**src/rtl/skbsc_pkg.sv**
```systemverilog
// Shared constants for the self-keyed byte stream cipher core.
// No dependencies; imported by the top-level module.
package skbsc_pkg;

  // Byte and configuration widths
  localparam int unsigned BYTE_W       = 8;
  localparam int unsigned CFG_DATA_W   = 64;
  localparam int unsigned CFG_IDX_W    = 1;
  localparam int unsigned KEY_BYTES_DEF = 16;
  localparam int unsigned KEY_BYTES_MAX = 16;

  // Configuration register indexes
  localparam logic [CFG_IDX_W-1:0] CFG_KEY_LOW  = 1'b0;
  localparam logic [CFG_IDX_W-1:0] CFG_KEY_HIGH = 1'b1;

  // Substitute for a buffer entry that sums to zero
  localparam logic [BYTE_W-1:0] ZERO_SUBST = 8'd1;

endpackage

```
**src/rtl/self_keyed_byte_stream_cipher_core.sv**
```systemverilog
// Top level of the self-keyed byte stream cipher: key registers, rotating
// work buffer, input stage and result register. Depends on skbsc_pkg.
//
//   channel | direction | ports                              | handshake
//   --------+-----------+------------------------------------+-------------------
//   in      | to core   | in_data_in, in_start_req           | in_valid/in_stall
//   out     | from core | out_data_out                       | out_valid/out_stall
//   cfg     | to core   | cfg_index, cfg_data                | cfg_we (no wait)
//
// One byte per cycle is sustained while the result is not stalled; a request
// is registered in the input stage, where the keystream and the buffer update
// are computed, and then in the result register.
// Reset is synchronous and active low; it clears the key, the buffer and the
// position. A stalled result holds the result register; the input stage keeps
// taking requests until it is full as well.
module self_keyed_byte_stream_cipher_core
  import skbsc_pkg::*;
#(
  parameter int unsigned KEY_BYTES = KEY_BYTES_DEF
) (
  input  logic                  clk,
  input  logic                  rst_n,
  input  logic                  in_valid,
  output logic                  in_stall,
  input  logic [BYTE_W-1:0]     in_data_in,
  input  logic                  in_start_req,
  output logic                  out_valid,
  input  logic                  out_stall,
  output logic [BYTE_W-1:0]     out_data_out,
  input  logic                  cfg_we,
  input  logic [CFG_IDX_W-1:0]  cfg_index,
  input  logic [CFG_DATA_W-1:0] cfg_data
);

  localparam int unsigned POS_W  = $clog2(KEY_BYTES);
  localparam int unsigned PROD_W = BYTE_W + POS_W;

  // Configuration registers
  logic [CFG_DATA_W-1:0] key_low_r, key_high_r;
  logic [2*CFG_DATA_W-1:0] key_cat;

  // Buffer state: ring_r[k] holds work_buf[(pos + k) mod KEY_BYTES]
  logic [BYTE_W-1:0] ring_r   [KEY_BYTES];
  logic [BYTE_W-1:0] ring_eff [KEY_BYTES];
  logic [BYTE_W-1:0] ring_nxt [KEY_BYTES];
  logic [BYTE_W-1:0] b0_r, b0_eff, b0_nxt;
  logic [POS_W-1:0]  pos_r, pos_eff, pos_nxt;

  // Input stage and result register
  logic              s1_valid_r, s1_valid_nxt;
  logic [BYTE_W-1:0] s1_data_r;
  logic              s1_start_r;
  logic              out_valid_r, out_valid_nxt;
  logic [BYTE_W-1:0] out_data_r;

  logic              in_acc, adv;
  logic [PROD_W-1:0] prod;
  logic [BYTE_W-1:0] ks;
  logic [BYTE_W:0]   sum_full;
  logic [BYTE_W-1:0] sum;

  // Handshake: the input stage moves on when the result register is free
  assign adv          = s1_valid_r && (!out_valid_r || !out_stall);
  assign in_stall     = s1_valid_r && !adv;
  assign in_acc       = in_valid && !in_stall;
  assign s1_valid_nxt = in_acc || (s1_valid_r && !adv);
  assign out_valid_nxt = adv || (out_valid_r && out_stall);
  assign out_valid    = out_valid_r;
  assign out_data_out = out_data_r;

  assign key_cat = {key_high_r, key_low_r};

  // A start mark reloads the buffer from the key before the byte is used
  always_comb begin
    for (int k = 0; k < KEY_BYTES; k++) begin
      ring_eff[k] = s1_start_r ? key_cat[BYTE_W*k +: BYTE_W] : ring_r[k];
    end
    b0_eff  = s1_start_r ? key_cat[BYTE_W-1:0] : b0_r;
    pos_eff = s1_start_r ? '0 : pos_r;
  end

  // Keystream byte and new value of the current entry
  always_comb begin
    prod     = PROD_W'(b0_eff) * PROD_W'(pos_eff);
    ks       = ring_eff[0] ^ prod[BYTE_W-1:0];
    sum_full = {1'b0, ring_eff[0]} + {1'b0, ring_eff[1]};
    sum      = (sum_full[BYTE_W-1:0] == '0) ? ZERO_SUBST : sum_full[BYTE_W-1:0];
  end

  // Rotate the ring by one; the updated entry goes to the tail
  always_comb begin
    for (int k = 0; k < KEY_BYTES - 1; k++) begin
      ring_nxt[k] = ring_eff[k+1];
    end
    ring_nxt[KEY_BYTES-1] = sum;
    b0_nxt  = (pos_eff == '0) ? sum : b0_eff;
    pos_nxt = (pos_eff == POS_W'(KEY_BYTES - 1)) ? '0 : pos_eff + 1'b1;
  end

  // Key registers
  always_ff @(posedge clk) begin
    if (!rst_n) begin
      key_low_r  <= '0;
      key_high_r <= '0;
    end else if (cfg_we) begin
      case (cfg_index)
        CFG_KEY_LOW:  key_low_r  <= cfg_data;
        CFG_KEY_HIGH: key_high_r <= cfg_data;
        default: ;
      endcase
    end
  end

  // Buffer, reference byte and position advance with each processed request
  always_ff @(posedge clk) begin
    if (!rst_n) begin
      for (int k = 0; k < KEY_BYTES; k++) begin
        ring_r[k] <= '0;
      end
      b0_r  <= '0;
      pos_r <= '0;
    end else if (adv) begin
      for (int k = 0; k < KEY_BYTES; k++) begin
        ring_r[k] <= ring_nxt[k];
      end
      b0_r  <= b0_nxt;
      pos_r <= pos_nxt;
    end
  end

  // Valid flags
  always_ff @(posedge clk) begin
    if (!rst_n) begin
      s1_valid_r  <= 1'b0;
      out_valid_r <= 1'b0;
    end else begin
      s1_valid_r  <= s1_valid_nxt;
      out_valid_r <= out_valid_nxt;
    end
  end

  // Payload registers
  always_ff @(posedge clk) begin
    if (in_acc) begin
      s1_data_r  <= in_data_in;
      s1_start_r <= in_start_req;
    end
    if (adv) begin
      out_data_r <= s1_data_r ^ ks;
    end
  end

`ifndef SYNTHESIS
  // The position never leaves the key length.
  a_pos_range: assert property (@(posedge clk) disable iff (!rst_n)
    pos_r <= POS_W'(KEY_BYTES - 1))
    else $error("position out of range");

  // At position zero the ring head and the reference copy agree.
  a_b0_track: assert property (@(posedge clk) disable iff (!rst_n)
    (pos_r == '0) |-> (ring_r[0] == b0_r))
    else $error("reference byte lost track of buffer entry zero");

  // A processed start request leaves the position at one.
  a_start_pos: assert property (@(posedge clk) disable iff (!rst_n)
    (adv && s1_start_r) |=> (pos_r == POS_W'(1)))
    else $error("start request did not restart the position");

  // A request that leaves the input stage lands in the result register.
  a_adv_out: assert property (@(posedge clk) disable iff (!rst_n)
    adv |=> out_valid_r)
    else $error("request lost between stages");
`endif

endmodule

```
**config.mk**
```make
export PLATFORM = sky130hd
export DESIGN_NAME = self_keyed_byte_stream_cipher_core
export DESIGN_NICKNAME = d
export VERILOG_FILES = /design/src/rtl/skbsc_pkg.sv /design/src/rtl/self_keyed_byte_stream_cipher_core.sv
export SDC_FILE = /design/constraint.sdc
export NUM_CORES = 1
export LEC_CHECK = 0
export ABC_AREA = 1
export BUFFER_PORTS_ARGS = -buffer_cell sky130_fd_sc_hd__buf_2
export CAP_MARGIN = 0
export CELL_PAD_IN_SITES_DETAIL_PLACEMENT = 1
export CELL_PAD_IN_SITES_GLOBAL_PLACEMENT = 1
export CORE_MARGIN = 3
export CORE_UTILIZATION = 46
export DETAILED_ROUTE_END_ITERATION = 7
export HOLD_SLACK_MARGIN = 0.1
export PLACE_DENSITY = 0.9
export SLEW_MARGIN = 10
export SYNTH_ARGS = -nofsm -noshare
export SYNTH_HDL_FRONTEND = slang
export SYNTH_SLANG_ARGS = --single-unit
```
**constraint.sdc**
```tcl
create_clock -name clk -period 3.94 [get_ports clk]
set_input_delay 0.197 -clock clk [delete_from_list [all_inputs] [get_ports clk]]
set_output_delay 0.197 -clock clk [all_outputs]
set_load 0.02 [all_outputs]
```
Yosys cells after proc, flatten, opt, wreduce, memory -nomap -nowiden
Memories as Yosys holds them, arrays and structs flattened.
Cells that the tools add are included.
{"block": "totals", "register_bits": 159, "mem_bits_rw": 128, "input_bits": 79, "out_inout_bits": 10, "wordCells": 89, "memories": 1}
{"name": "ring_r", "depth": 16, "word_bits": 8, "rd": 16, "rd_clocked_by_memory_dff": 0, "wr": 16, "line_no": "self_keyed_byte_stream_cipher_core.sv:43", "rtl": "logic [BYTE_W-1:0] ring_r [KEY_BYTES];"}
{"block": "classes", "add_sub_neg": 2, "n_mul": 1, "n_eq_ne": 1, "muxes": 41, "bitwise": 19, "n_reduce_logical": 15}
{"cell": "8-bit 2-to-1 mux", "n": 35}
{"cell": "1-bit bitwise OR", "n": 16}
{"cell": "8-bit bitwise XOR", "n": 2}
{"cell": "8-bit adder", "n": 1}
{"cell": "8-bit zero test", "n": 1}
{"cell": "8-bit by 4-bit multiplier with 8-bit output", "n": 1}
{"cell": "4-bit 2-to-1 mux", "n": 2}
{"cell": "4-bit by 1-bit adder with 4-bit output (second input constant)", "n": 1}
{"cell": "4-bit equality test (second input constant)", "n": 1}
{"cell": "1-bit logical AND", "n": 4}
{"cell": "1-bit zero test", "n": 4}
{"cell": "4-bit zero test", "n": 1}
{"cell": "1-bit 2-to-1 mux", "n": 4}
{"cell": "2-bit AND reduction", "n": 2}
{"cell": "1-bit logical OR", "n": 3}
{"cell": "1-bit NOT", "n": 1}

Depth between registers and ports, before layout
Gate-level depths: netlist of run 1.
{"block": "logic_depth", "ltp_word": 8, "mapped_depth": 19, "mapped_depth_nobuf": 19}

Least setup slack after synthesis of run 1
Ideal clock, no wire load.
{"block": "synth_timing", "path_kind": "register -> register", "from": "reg out_valid_r (netlist: out_valid)", "to": "mem ring_r[0][0], enable pin", "t_arrival_ns": 2.739, "t_required_ns": 3.507, "setup_slack_ns": 0.768, "path_stages_with_launch": 5, "path_buffers": 1, "cell_sequence": "dfxtp_1 -> a21oi_1 -> nor2_1 -> inv_1 -> buf_2"}
{"element": "start: declaration", "line_no": "self_keyed_byte_stream_cipher_core.sv:53", "rtl": "logic out_valid_r, out_valid_nxt;"}
{"element": "start signal: assignment", "line_no": "self_keyed_byte_stream_cipher_core.sv:138", "rtl": "out_valid_r <= out_valid_nxt;"}
{"element": "end: declaration", "line_no": "self_keyed_byte_stream_cipher_core.sv:43"}

Worst setup path in the final report of run 1
{"block": "layout_timing", "from": "reg s1_start_r", "to": "reg out_data_r[7] (netlist: out_data_out[7]) (data pin)"}
{"block": "layout_between", "elab_chain_len": 4, "word_cells_on_any_way": 6, "classes_between": "1 x mul; 3 x mux; 2 x bitwise"}
{"element": "start: declaration", "line_no": "self_keyed_byte_stream_cipher_core.sv:52", "rtl": "logic s1_start_r;"}
{"element": "start signal: assignment", "line_no": "self_keyed_byte_stream_cipher_core.sv:146", "rtl": "s1_start_r <= in_start_req;"}
{"element": "8-bit 2-to-1 mux or 4-bit 2-to-1 mux (tied branches)", "line_no": "self_keyed_byte_stream_cipher_core.sv:78, self_keyed_byte_stream_cipher_core.sv:79"}
{"element": "8-bit by 4-bit multiplier with 8-bit output", "line_no": "self_keyed_byte_stream_cipher_core.sv:84", "rtl": "prod = PROD_W'(b0_eff) * PROD_W'(pos_eff);"}
{"element": "8-bit bitwise XOR (*)", "line_no": "self_keyed_byte_stream_cipher_core.sv:85", "rtl": "ks = ring_eff[0] ^ prod[BYTE_W-1:0];"}
{"element": "8-bit bitwise XOR (*)", "line_no": "self_keyed_byte_stream_cipher_core.sv:149", "rtl": "out_data_r <= s1_data_r ^ ks;"}
{"element": "end signal: assignment", "line_no": "self_keyed_byte_stream_cipher_core.sv:149"}
{"element": "end: declaration", "line_no": "self_keyed_byte_stream_cipher_core.sv:54", "rtl": "logic [BYTE_W-1:0] out_data_r;"}
Every way passes the cells marked *; elsewhere a longest branch is shown, timed or not.
A chain may end at the register's enable or synchronous reset.

==> results.txt, run 1 <==
The total I/O pin count was 89. The area of the core is 0.0264 mm^2, and the combinational group share of total power is 10.8%. The most numerous cell type found on the critical path is sky130_fd_sc_hd__nand2_1. The master of the slowest instance on the critical path is sky130_fd_sc_hd__edfxtp_1.

The run gives 0 as the post-CTS setup buffer count. Yosys printed 0 warnings. Summed over all nets, the switching power comes to 1850 uW.

Commonest register cell after synthesis: sky130_fd_sc_hd__edfxtp_1. At the end of routability-driven placement, the weighted congestion stood at 0.894. After clock tree synthesis, the clock-pin slew on the worst setup and hold paths is 0.07 ns. The global router's overall resource usage came out at 26.6%. After synthesis, the cell types taking the most area are sky130_fd_sc_hd__edfxtp_1, sky130_fd_sc_hd__dfxtp_1, sky130_fd_sc_hd__nor2_1, sky130_fd_sc_hd__o21ai_0, sky130_fd_sc_hd__nand2_1. In this run the critical register-to-register path is captured at out_data_out[7]$_DFFE_PP_. In this run the tool buffered the top-level ports with 88 buffer cells.

Counting flops with a built-in enable in the synthesized netlist gives 145. Following the worst setup path forward leads to its endpoint at out_data_out[7]$_DFFE_PP_. The tools report the proportion of power drawn by flip-flops and latches as 49.1%.

CTS buffer count: 31. Summing every instance area after synthesis gives 0.0125 mm^2. The type of the setup path with the least slack is register to register. Summing the sequential cell areas from Yosys gives 57.7% of the chip area. The average routed wire per standard cell is 20.2 um. The share of total power dissipated in the clock network is 40.1%. The post-synthesis net count is 1536, and the remaining antenna violation count is 0.

The number of cells on the worst reg-to-reg path is 17. The multi-input combinational cells in the finished layout cover a total of 0.00463 mm^2. The netlist uses 36 different library cells.

The tools report the number of hold violations in the final report as 0. The H-tree level count was 1; the post-route minimum period was 3.64 ns. Endpoint type of the worst setup path: a register. Of all flip-flops after synthesis, the portion carrying an async set or reset was 0%. The layout has 3042 filler cells. The logs give 112 for the pin count of the biggest net entering global routing and 38.8 mm for the total wire length. The run gives 274 MHz as the fmax. The clock latency of the later-clocked register in the worst-skew pair was 0.57 ns; the final period utilization was 92.5%.

In this run the core area contains 59 standard-cell rows. Final-report max-slew violation count: 0. Tightest slew margin relative to the limit: 30.9%. The startpoint identified for the worst register-to-register timing path is s1_start_r$_DFFE_PP_. Measured along the y axis, the die boundary spans 171 um. The run gives 0 as the number of antenna violations at the first check in global routing. The cell type contributing the most total cell area after synthesis was sky130_fd_sc_hd__edfxtp_1. Traced cell by cell, the critical path runs through nor2_2, inv_1, nor2_1, fa_1, inv_1, fa_1, inv_1, ha_1, nand3_1, nand3_1, nand2_1, a21boi_0, nor2_1, nand2_1, nand2_1, nand3_1, nand2_1. In the layout the commonest cells are sky130_fd_sc_hd__nor2_1, sky130_fd_sc_hd__nand2_1, sky130_fd_sc_hd__o21ai_0, sky130_fd_sc_hd__edfxtp_1, sky130_fd_sc_hd__dfxtp_1. The worst-case IR drop observed on VDD is 0.401 mV.

The logs give 5220 uW for the cell-internal power and 0 ns for the accumulated negative setup slack. For the final database, setup skew stands at 0.00922 ns. TritonCTS built the clock tree. For this run, design rule violations remaining after detail routing come to 0.

In this run the mean area of a mapped cell was 8.71 um^2. The total of max-cap violations is 0, and the biggest fanout along the worst timing path is 6. The first routing iteration left 954 violations.

The switching power as a share of total power is 26.1%, and the number of setup violations in the final report is 0. The most critical setup path has its startpoint at s1_start_r$_DFFE_PP_. The final layout contains 1664 nets.

The commonest non-fill, non-tap cell in the layout was sky130_fd_sc_hd__nor2_1. At the worst endpoint, the required time is 4.27 ns. Setup repair after global routing left no endpoint under its margin. Via count of the first global-routing pass: 11387. Path category of the worst min-delay check: primary input to register. The HPWL after detailed placement is 23.9 mm.

In this run the power density over the cells is 476 mW/mm^2. The die covers 0.0291 mm^2. The slew at the pin with the worst max-slew slack came out at 1.04 ns. The clock passes through at most 3 buffers. Iteration count of the initial detailed-routing pass: 5. Synthesis-stage register bit count: 287.

Detailed routing inserted a total of 10651 vias. The worst setup path is launched from a register. For the flip-flop and latch area, the log shows 0.00720 mm^2.

Setup slack on the worst reg-to-reg path comes out at 0.30 ns. Of the post-synthesis cell area, the dominant cell type holds 34.9%. Excluding fillers, the count of instances in the completed layout stands at 1919. The number of standard cells after synthesis came out at 1431. The average via count per standard cell was 5.55; the endpoint arrival time on the critical path was 3.97 ns. The number of antenna diodes in the final layout is 0. Cells with a size suffix above 1 make up 11.3% of the layout. On the final layout, the worst hold slack is 0.148 ns.

The tree is rooted in a sky130_fd_sc_hd__clkbuf_16. Once placement completed, the tool counted placed cells totaling 1785. The total number of clock tree sinks is 287. The run finished with clean final reports. The first global-routing pass estimated 61.1 mm of wire. The starting density of the core was 47.3%; the area growth from synthesis to final layout was 19.1%.

After global routing the overflow that remains totals 0. The tools report the leakage component of the power as 0.00609 uW. Cells fill 56.3% of the core in the end. The largest incremental delay on the critical path was 0.63 ns; the width of the die was 171 um.
[cell usage after synthesis, types with 8 or more instances]
cell type                  instances
sky130_fd_sc_hd__clkbuf_1         53
sky130_fd_sc_hd__o21ai_0         191
sky130_fd_sc_hd__xnor2_1          14
sky130_fd_sc_hd__buf_2            20
sky130_fd_sc_hd__xor2_1           10
sky130_fd_sc_hd__dfxtp_1         142
sky130_fd_sc_hd__nor2_1          377
sky130_fd_sc_hd__nand2_1         233
sky130_fd_sc_hd__edfxtp_1        145
sky130_fd_sc_hd__buf_1             8
sky130_fd_sc_hd__o22ai_1           8
sky130_fd_sc_hd__a21oi_1          81
sky130_fd_sc_hd__fa_1             10
sky130_fd_sc_hd__ha_1             16
sky130_fd_sc_hd__nand3_1          12
sky130_fd_sc_hd__inv_1            68
[power groups by stage]
stage	Combinational (uW)	Sequential, uW	Clock [uW]
final	764	3470	2830
after global routing	847	3490	2980
after CTS	752	3470	2850
after detailed placement	681	3530	0
after global placement	648	3520	0
after floorplan	444	3490	0
[registers in the layout, summed over array words and instances, names as in the netlist]
register / count
s1_data_r: 8
out_valid: 1
s1_start_r: 1
b0_r: 8
ring_r: 128
s1_valid_r: 1
out_data_out: 8
key_low_r: 64
key_high_r: 64
pos_r: 4
[cell type report]
cell class | instances | share of cell area, %
clock buffer | 39 | 5.49
clock inverter | 19 | 1.08
inverter | 74 | 1.90
multi-input combinational | 985 | 31.2
sequential | 287 | 48.5
tap | 335 | 2.82
timing repair buffer | 180 | 9.08
[critical path, delay by kind of cell (launching register included)]
kind                       cells  cell delay [ns]
adders and majority gates      3             1.38
buffers and inverters          3             0.31
and+or+nand+nor               10             0.85
DFF                            1             0.63
AOI/OAI and AO/OA              1             0.21
[worst min-delay path by stage]
stage	slack, ns	start	depth (start not counted)	endpoint
6_report	0.15	rst_n	3	key_low_r[2]$_SDFFE_PN0P_
3_5_place_dp	0.38	in_data_in[5]	1	s1_data_r[5]$_DFFE_PP_
3_3_place_gp	0.37	in_data_in[4]	1	s1_data_r[4]$_DFFE_PP_
2_1_floorplan	0.30	in_data_in[0]	0	s1_data_r[0]$_DFFE_PP_
4_1_cts	0.11	rst_n	3	key_low_r[0]$_SDFFE_PN0P_
5_1_grt	0.17	rst_n	3	key_high_r[58]$_SDFFE_PN0P_
[through the flow]
stage          total power [uW]  setup slack [ns]  cell area, um^2
2_1_floorplan              3940             0.768            12500
3_3_place_gp               4170             0.584            13100
3_5_place_dp               4210             0.440            13100
4_1_cts                    7080             0.289            14800
5_1_grt                    7310            0.0826            14800
6_report                   7070             0.297            14800
[kinds of logic (layout without fill, tap and decap cells)]
group           count (synthesis)  after routing  synth area share, %
xor+xnor                       24             24                 1.69
simple gates                  643            643                 20.1
flops                         287            287                 57.7
compound gates                292            292                 12.0
fa+ha+maj                      26             26                 3.21
buf+inv                       159            312                 5.27
[what timing repair did]
| action | 4_1_cts | 5_1_grt |
|---|---|---|
| gates resized for setup | 0 | 0 |
| hold buffers | 76 | 0 |
| hold endpoints to repair | 139 | 0 |
[layer usage]
| metal | track usage [%] | vias up | share of wire [%] |
|---|---|---|---|
| met5 | 0 | - | 0 |
| met4 | 8.08 | 0 | 2.9 |
| met3 | 4.32 | 86 | 5.3 |
| met2 | 47.3 | 321 | 51 |
| met1 | 33.3 | 5316 | 41 |
| li1 | - | 4928 | - |
No activity file was read; power rests on OpenSTA's default activity.
==> inputs of run 2 (changes only) <==
Settings changed: CORE_MARGIN 3 to 8, CORE_UTILIZATION 46 to 42, PLACE_DENSITY 0.9 to 0.87.
Clock period 3.94 ns to 3.2 ns, I/O delays scaled along.
==> results.txt, run 2 (same netlist as run 1, synthesis figures left out) <==
The flow ran to the end, but the final reports show violations. The checks that failed: negative setup slack. The number of hold violations in the final report is 0. Port buffering added 88 buffers. The critical path goes through buf_6, nor2_4, inv_2, nor2_4, fa_2, inv_2, fa_1, inv_2, ha_4, nand3_2, nand3_2, nand2_2, a21boi_2, o21bai_1, nand2_2, inv_2, nand2_2, nand2_1. The tools report the fill cell total of the finished layout as 3399.

The top cell types in the final layout, fill and taps aside, are sky130_fd_sc_hd__nor2_1, sky130_fd_sc_hd__nand2_1, sky130_fd_sc_hd__o21ai_0, sky130_fd_sc_hd__edfxtp_1, sky130_fd_sc_hd__dfxtp_1. Dividing the detail-routed via count by the number of cells gives 5.41. For the net count reported at finish, the log shows 1696. The tools report the worst setup path startpoint as s1_start_r$_DFFE_PP_. The run gives 1 as the H-tree level count. The cell area reported after detailed placement is 0.0134 mm^2. The remaining global-route overflow is 0, and the starting density of the core is 42.4%. Global router's overall resource usage: 22.8%. The worst setup path is launched from a register.

ring_r holds more flip-flops than any other register. Across the whole layout, storage elements account for 0.00720 mm^2. The placed wire-length estimate is 24.1 mm, and the portion of total power attributed to the clock network is 40.5%.

The number of buffers between clock root and the deepest sink was 3. Share of layout cells above drive strength 1: 14.9%. The initialized floorplan defines 63 standard-cell rows. The area of the multi-input gates was 0.00474 mm^2; the pin count of the biggest net entering global routing was 98.

For this design the static power due to leakage is 0.00628 uW. The final layout contains routed wiring with a total length of 41.5 mm. The proportion of power drawn by flip-flops and latches was 48.0%; the number of flip-flops in the largest register was 128.

The tightest slew margin relative to the limit came out at 28.9%. The startpoint identified for the worst register-to-register timing path is s1_start_r$_DFFE_PP_. The path category of the worst min-delay check was primary input to register. Setup violations remaining at the end of the flow were counted as 3. The core region is 0.0294 mm^2.

The average routed wire per standard cell was 20.7 um; the power spent charging and discharging nets was 2300 uW. In this run the count of I/O pins placed on the die edge is 89. The post-route core utilization is 52.2%, and the largest incremental delay on the critical path is 0.62 ns.

The tools report the endpoint type of the worst setup path as a register. The logs give 0.57 ns for the clock latency of the later-clocked register in the worst-skew pair and -0.1 ns for the register-to-register setup slack. The final period utilization is 103%. The area growth from synthesis to final layout was 23.1%. The run gives 3.51 ns as the required time of the worst setup path. The tree is rooted in a sky130_fd_sc_hd__clkbuf_16. For hold timing, the worst endpoint is key_high_r[37]$_SDFFE_PN0P_. The CTS buffer count is 30. The number of cells on the worst reg-to-reg path is 18. After layout, the minimum clock period comes to 3.30 ns. The number of remaining DRC errors is 0. Counting stages on the worst path, the most repeated cell is sky130_fd_sc_hd__inv_2. Leaving out fill and tap cells, the most frequent cell in the layout is sky130_fd_sc_hd__nor2_1. Of all nets on the critical path, the largest fanout is 3.

For the remaining antenna violation count, the log shows 0. The number of antenna diodes in the final layout is 0. Derived from the worst setup path, the maximum achievable clock frequency is 303 MHz.

VDD sags by at most 0.477 mV. The tools report the final worst-path setup slack as -0.0994 ns. The run gives 0 as the final-report max-slew violation count. The switching power as a share of total power is 25.9%, and the number of antenna violations at the first check in global routing is 1.

Counting instances, the worst hold path has a depth of 5. At the pin with the least slew margin, the transition time is 1.07 ns. For the overall die area, the log shows 0.0355 mm^2. The clock arrives with 0.0213 ns of skew. The largest registers in the layout are ring_r x128, key_high_r x64, key_low_r x64. The share of total power dissipated in combinational logic is 11.5%.

Clock tree synthesis found a total of 287 sinks. The origin of the worst min-delay path is cfg_we. The pre-antenna-repair detailed-routing pass consisted of 5 iterations. Clock-pin slew was measured on the worst setup and hold paths at 0.06 ns.

The ratio of total power to cell area works out to 579 mW/mm^2. The width of the die works out to 188 um. The master of the slowest instance on the critical path is sky130_fd_sc_hd__fa_2. At the end of routability-driven placement, the weighted congestion stood at 0.842. The internal portion of the total power is 6590 uW. Number of DRC markers in iteration 0: 875.

The via count of the first global-routing pass was 11815. The type of the setup path with the least slack is register to register. STA puts the critical path data arrival time at 3.61 ns. The area of all placed cells without fillers is 0.0153 mm^2. Across the run, the number of max-cap violations was 0. TritonCTS built the clock tree. The endpoint identified for the worst register-to-register timing path is out_data_out[7]$_DFFE_PP_. The die is 188 um tall.

Setup repair after global routing could not meet its margin everywhere. Detailed routing inserted a total of 10845 vias. The first global-routing pass estimated 65.1 mm of wire.
## run 2: changes by cell type in the layout (fill, tap and decap cells not counted), sizes merged
| cell | change |
|---|---|
| clkbuf | +8 |
| dlygate4sd3 | +1 |
| clkinvlp | -1 |
| clkinv | -9 |
| buf | +32 |
## run 2: worst max-delay path by stage
stage | to | slack (ns) | cells after the start
6_report | out_data_out[7]$_DFFE_PP_ | -0.1 | 18
5_1_grt | out_data_out[7]$_DFFE_PP_ | -0.19 | 18
4_1_cts | out_data_out[7]$_DFFE_PP_ | 0.02 | 16
3_5_place_dp | ring_r[1][56]$_SDFFCE_PN0P_ | -0.13 | 15
3_3_place_gp | out_data_out[7]$_DFFE_PP_ | 0.06 | 15
2_1_floorplan | ring_r[0][0]$_SDFFCE_PN0P_ | 0.03 | 4
## run 2: final cells by class
class                      instances  share of cell area, %
multi-input combinational        985                   30.9
clock buffer                      47                   5.84
timing repair buffer             213                   10.6
tap                              390                   3.18
sequential                       287                   46.9
inverter                          74                   1.84
clock inverter                     9                  0.709
## run 2: what timing repair did
| action | 4_1_cts | 5_1_grt |
|---|---|---|
| hold endpoints to repair | 139 | 0 |
| gates resized for setup | 5 | 36 |
| endpoints found under the setup margin | 7 | 7 |
| pin swaps | 0 | 14 |
| setup buffers | 2 | 3 |
| hold buffers | 77 | 0 |
## run 2: through the flow
step	TNS, ns	std cells	total power [uW]	setup WS, ns	hold WS, ns
6_report	-0.165	2005	8880	-0.0994	0.233
5_1_grt	-0.576	2005	9160	-0.193	0.253
4_1_cts	0	2002	8830	0.0187	0.188
3_5_place_dp	-0.279	1867	5220	-0.133	0.339
3_3_place_gp	0	1867	5170	0.0569	0.336
2_1_floorplan	0	1431	4850	0.0283	0.259
## run 2: critical path: cells and delay by family, from the launching register on
| family | cells | cell delay [ns] |
|---|---|---|
| simple gates | 8 | 0.53 |
| flops | 1 | 0.41 |
| fa+ha+maj | 3 | 1.47 |
| buf+inv | 5 | 0.39 |
| compound gates | 2 | 0.26 |
## run 2: layer usage
layer / share of wire, % / global-route usage, %
met4: 4.2 / 9.26
met3: 5.1 / 3.05
met5: 0.024 / 0
met1: 41 / 28.0
met2: 49 / 40.0
## run 2: power groups by stage
stage / clock network (uW) / logic (uW) / registers, uW
floorplan: 0 / 546 / 4300
global placement: 0 / 853 / 4320
detailed placement: 0 / 890 / 4330
CTS: 3590 / 986 / 4260
global route: 3760 / 1110 / 4290
finish: 3600 / 1020 / 4270
==> inputs of run 3 (changes only) <==
Settings changed: PLACE_DENSITY 0.87 to 0.8.
==> results.txt, run 3 (same netlist as run 1, synthesis figures left out) <==
The average routed wire per standard cell was 18.5 um; the final period utilization was 100%. The run gives 0.00471 mm^2 as the area of the multi-input gates. The most frequent cell on the critical path is sky130_fd_sc_hd__fa_1.

The slew at the pin with the worst max-slew slack was 0.928 ns. In the final layout, the registers with the most flip-flops are ring_r x128, key_high_r x64, key_low_r x64. The tools report the H-tree level count as 1. In the global route stage, met1 resource usage came out at 27.0%.

The logs give 0.0294 mm^2 for the area of the core and 3 for the number of buffers between clock root and the deepest sink. Global routing used 20.4% of the available tracks across all layers. ring_r holds more flip-flops than any other register. The number of antenna violations at the first check in global routing was 1.

The net count reported at finish is 1682. Leaving out fill and tap cells, the most frequent cell in the layout is sky130_fd_sc_hd__nor2_1. STA classifies the critical path endpoint as a register. The number of hold violations in the final report is 0.

Master of the slowest instance on the critical path: sky130_fd_sc_hd__fa_1. During placement, the flow inserted port buffers numbering 88. Final worst-path setup slack: -0.00972 ns. Setup repair after global routing could not meet its margin everywhere. The critical path ends at out_data_out[4]$_DFFE_PP_. Pin placement for this block handled 89 I/O pins.

The library cells used most frequently in the layout, excluding fill and tap cells, are sky130_fd_sc_hd__nor2_1, sky130_fd_sc_hd__nand2_1, sky130_fd_sc_hd__o21ai_0, sky130_fd_sc_hd__edfxtp_1, sky130_fd_sc_hd__dfxtp_1. After detailed routing, the number of remaining DRC violations is 0. The tools report the total of max-cap violations as 0. The biggest fanout along the worst timing path is 5, and the via count is 10306. The iteration count of the initial detailed-routing pass was 4; the overall die area was 0.0355 mm^2. On the final layout, the worst clock skew is 0.0112 ns. Once the floorplan was initialized, standard cells occupied 42.4% of the core.

Across all register-to-register paths, the minimum setup slack is -0.01 ns. The area growth from synthesis to layout is 22.6%. The depth of the critical timing path with buffers and inverters included works out to 11.

The critical path in this run is classified as register to register. Including well taps, the total number of placed cells is 1853. For the worst setup path, the data arrival time is 3.53 ns. For the final routed database, the setup TNS stands at -0.00972 ns.

In the final layout, the share of cells above drive strength 1 is 13.7%. Measured in cells, the most critical reg-to-reg path has a length of 11. The hold slack is 0.133 ns. The tools report the launch instance of the worst register-to-register path as s1_start_r$_DFFE_PP_. The buffer cell driving the clock tree root is sky130_fd_sc_hd__clkbuf_16. Summing internal, switching and leakage power gives 8930 uW. Measured on the finished design, the core utilization comes to 52.0%. The fill cell total of the finished layout came out at 3397. Clock latency on the worst-skew pair, taken at its later pin, is 0.57 ns.

The remaining global-route overflow was 0. TritonCTS built the clock tree. Across the whole layout, storage elements account for 0.00720 mm^2.

Number of flip-flops in the largest register: 128. Via count of the first global-routing pass: 10959. The width of the die came out at 188 um.

The run gives 106 as the pin count of the biggest net entering global routing. The checks that failed: negative setup slack. Tracing the worst setup path back leads to its startpoint at s1_start_r$_DFFE_PP_. Critical path buffer and inverter count: 3. Most congested layer reported by global routing: met2. Wires add up to 36.8 mm.

The count of cells in the finished layout, fillers not included, comes to 1993. For this design the static power due to leakage is 0.00625 uW. The min-delay analysis places its worst path in the category primary input to register. In this design, the stage delay of the slowest critical-path cell is 0.53 ns. The post-route minimum period works out to 3.21 ns. The tools report the tightest slew margin relative to the limit as 38.1%.

At the worst endpoint, the required time is 3.52 ns. Dividing the detail-routed via count by the number of cells gives 5.17. The flow ran to the end, but the final reports show violations. Power spread over the standard cell area amounts to 584 mW/mm^2. The floorplan has 63 rows. Worst hold path stage count: 3. Placed wire-length estimate: 23.3 mm. The tools report the kind of start point of the critical path as a register.

Largest delay contributor family on the critical path: adder cells. The number of DRC markers in iteration 0 is 593, and the global-route wire length before repair is 59.1 mm. Once detail routing completed, the nets flagged for antenna violations numbered 0. The tools report the final-report max-slew violation count as 0.

Destination of the worst register-to-register timing path: out_data_out[4]$_DFFE_PP_. Global routing used 35.0% of the available met2 tracks. The die height was 188 um. In this run, CTS created clock tree buffers numbering 31. The number of setup violations in the final report came out at 1. The worst IR drop on VDD is 0.419 mV, and the CTS clock-pin slew for the worst setup and hold paths is 0.06 ns. The met3 track demand over resource is 2.59%, and the fmax is 312 MHz. CTS saw 287 sinks. Traced cell by cell, the critical path runs through buf_12, nor2_4, nand2_2, fa_1, inv_1, fa_1, buf_4, fa_1, xnor2_2, xnor2_1, xor2_1. The final weighted congestion in routability-driven placement is 0.856.
## run 3: cell type report
| cell class | instances | share of cell area, % |
|---|---|---|
| Clock inverter | 11 | 0.810 |
| Timing Repair Buffer | 198 | 10.1 |
| Tap cell | 390 | 3.19 |
| Sequential cell | 287 | 47.1 |
| Antenna cell | 1 | 0.0164 |
| Inverter | 74 | 1.85 |
| Multi-Input combinational cell | 985 | 30.8 |
| Clock buffer | 47 | 6.20 |
## run 3: repair_timing
item | CTS | global route
pin swaps | 0 | 10
endpoints found under the hold margin | 147 | 0
gates resized for setup | 2 | 31
setup endpoints to repair | 4 | 10
setup buffers | 1 | 4
hold buffers | 76 | 0
## run 3: tightest hold or removal path: stages
cell,delay [ns]
sky130_fd_sc_hd__buf_4,0.28
sky130_fd_sc_hd__o21ai_0,0.15
sky130_fd_sc_hd__nor2_1,0.05
## run 3: metrics by stage
step	worst slack, ns	instance area [um^2]
after floorplan	0.0283	12500
after global placement	0.0165	13300
after detailed placement	-0.0776	13300
after CTS	0.0307	15200
after global routing	-0.0747	15300
final	-0.00972	15300
## run 3: per-layer routing
metal	vias up	share of wire [%]
li1	4963	-
met1	5090	45
met2	196	49
met3	57	3.7
met4	0	2.3
met5	-	0
## run 3: power by group
group	switching (uW)	internal [uW]	total (uW)	leakage [uW]
logic	611	337	949	0.00304
registers	117	4140	4260	0.00269
clock network	1510	2210	3720	0.000526
total	2240	6690	8930	0.00625
## run 3: worst min-delay path by stage
| stage | startpoint | endpoint | slack, ns |
|---|---|---|---|
| after floorplan | in_data_in[0] | s1_data_r[0]$_DFFE_PP_ | 0.26 |
| after global placement | in_data_in[6] | s1_data_r[6]$_DFFE_PP_ | 0.34 |
| after detailed placement | in_data_in[7] | s1_data_r[7]$_DFFE_PP_ | 0.34 |
| after CTS | rst_n | key_high_r[48]$_SDFFE_PN0P_ | 0.12 |
| after global routing | rst_n | key_low_r[1]$_SDFFE_PN0P_ | 0.14 |
| final | rst_n | key_high_r[59]$_SDFFE_PN0P_ | 0.13 |
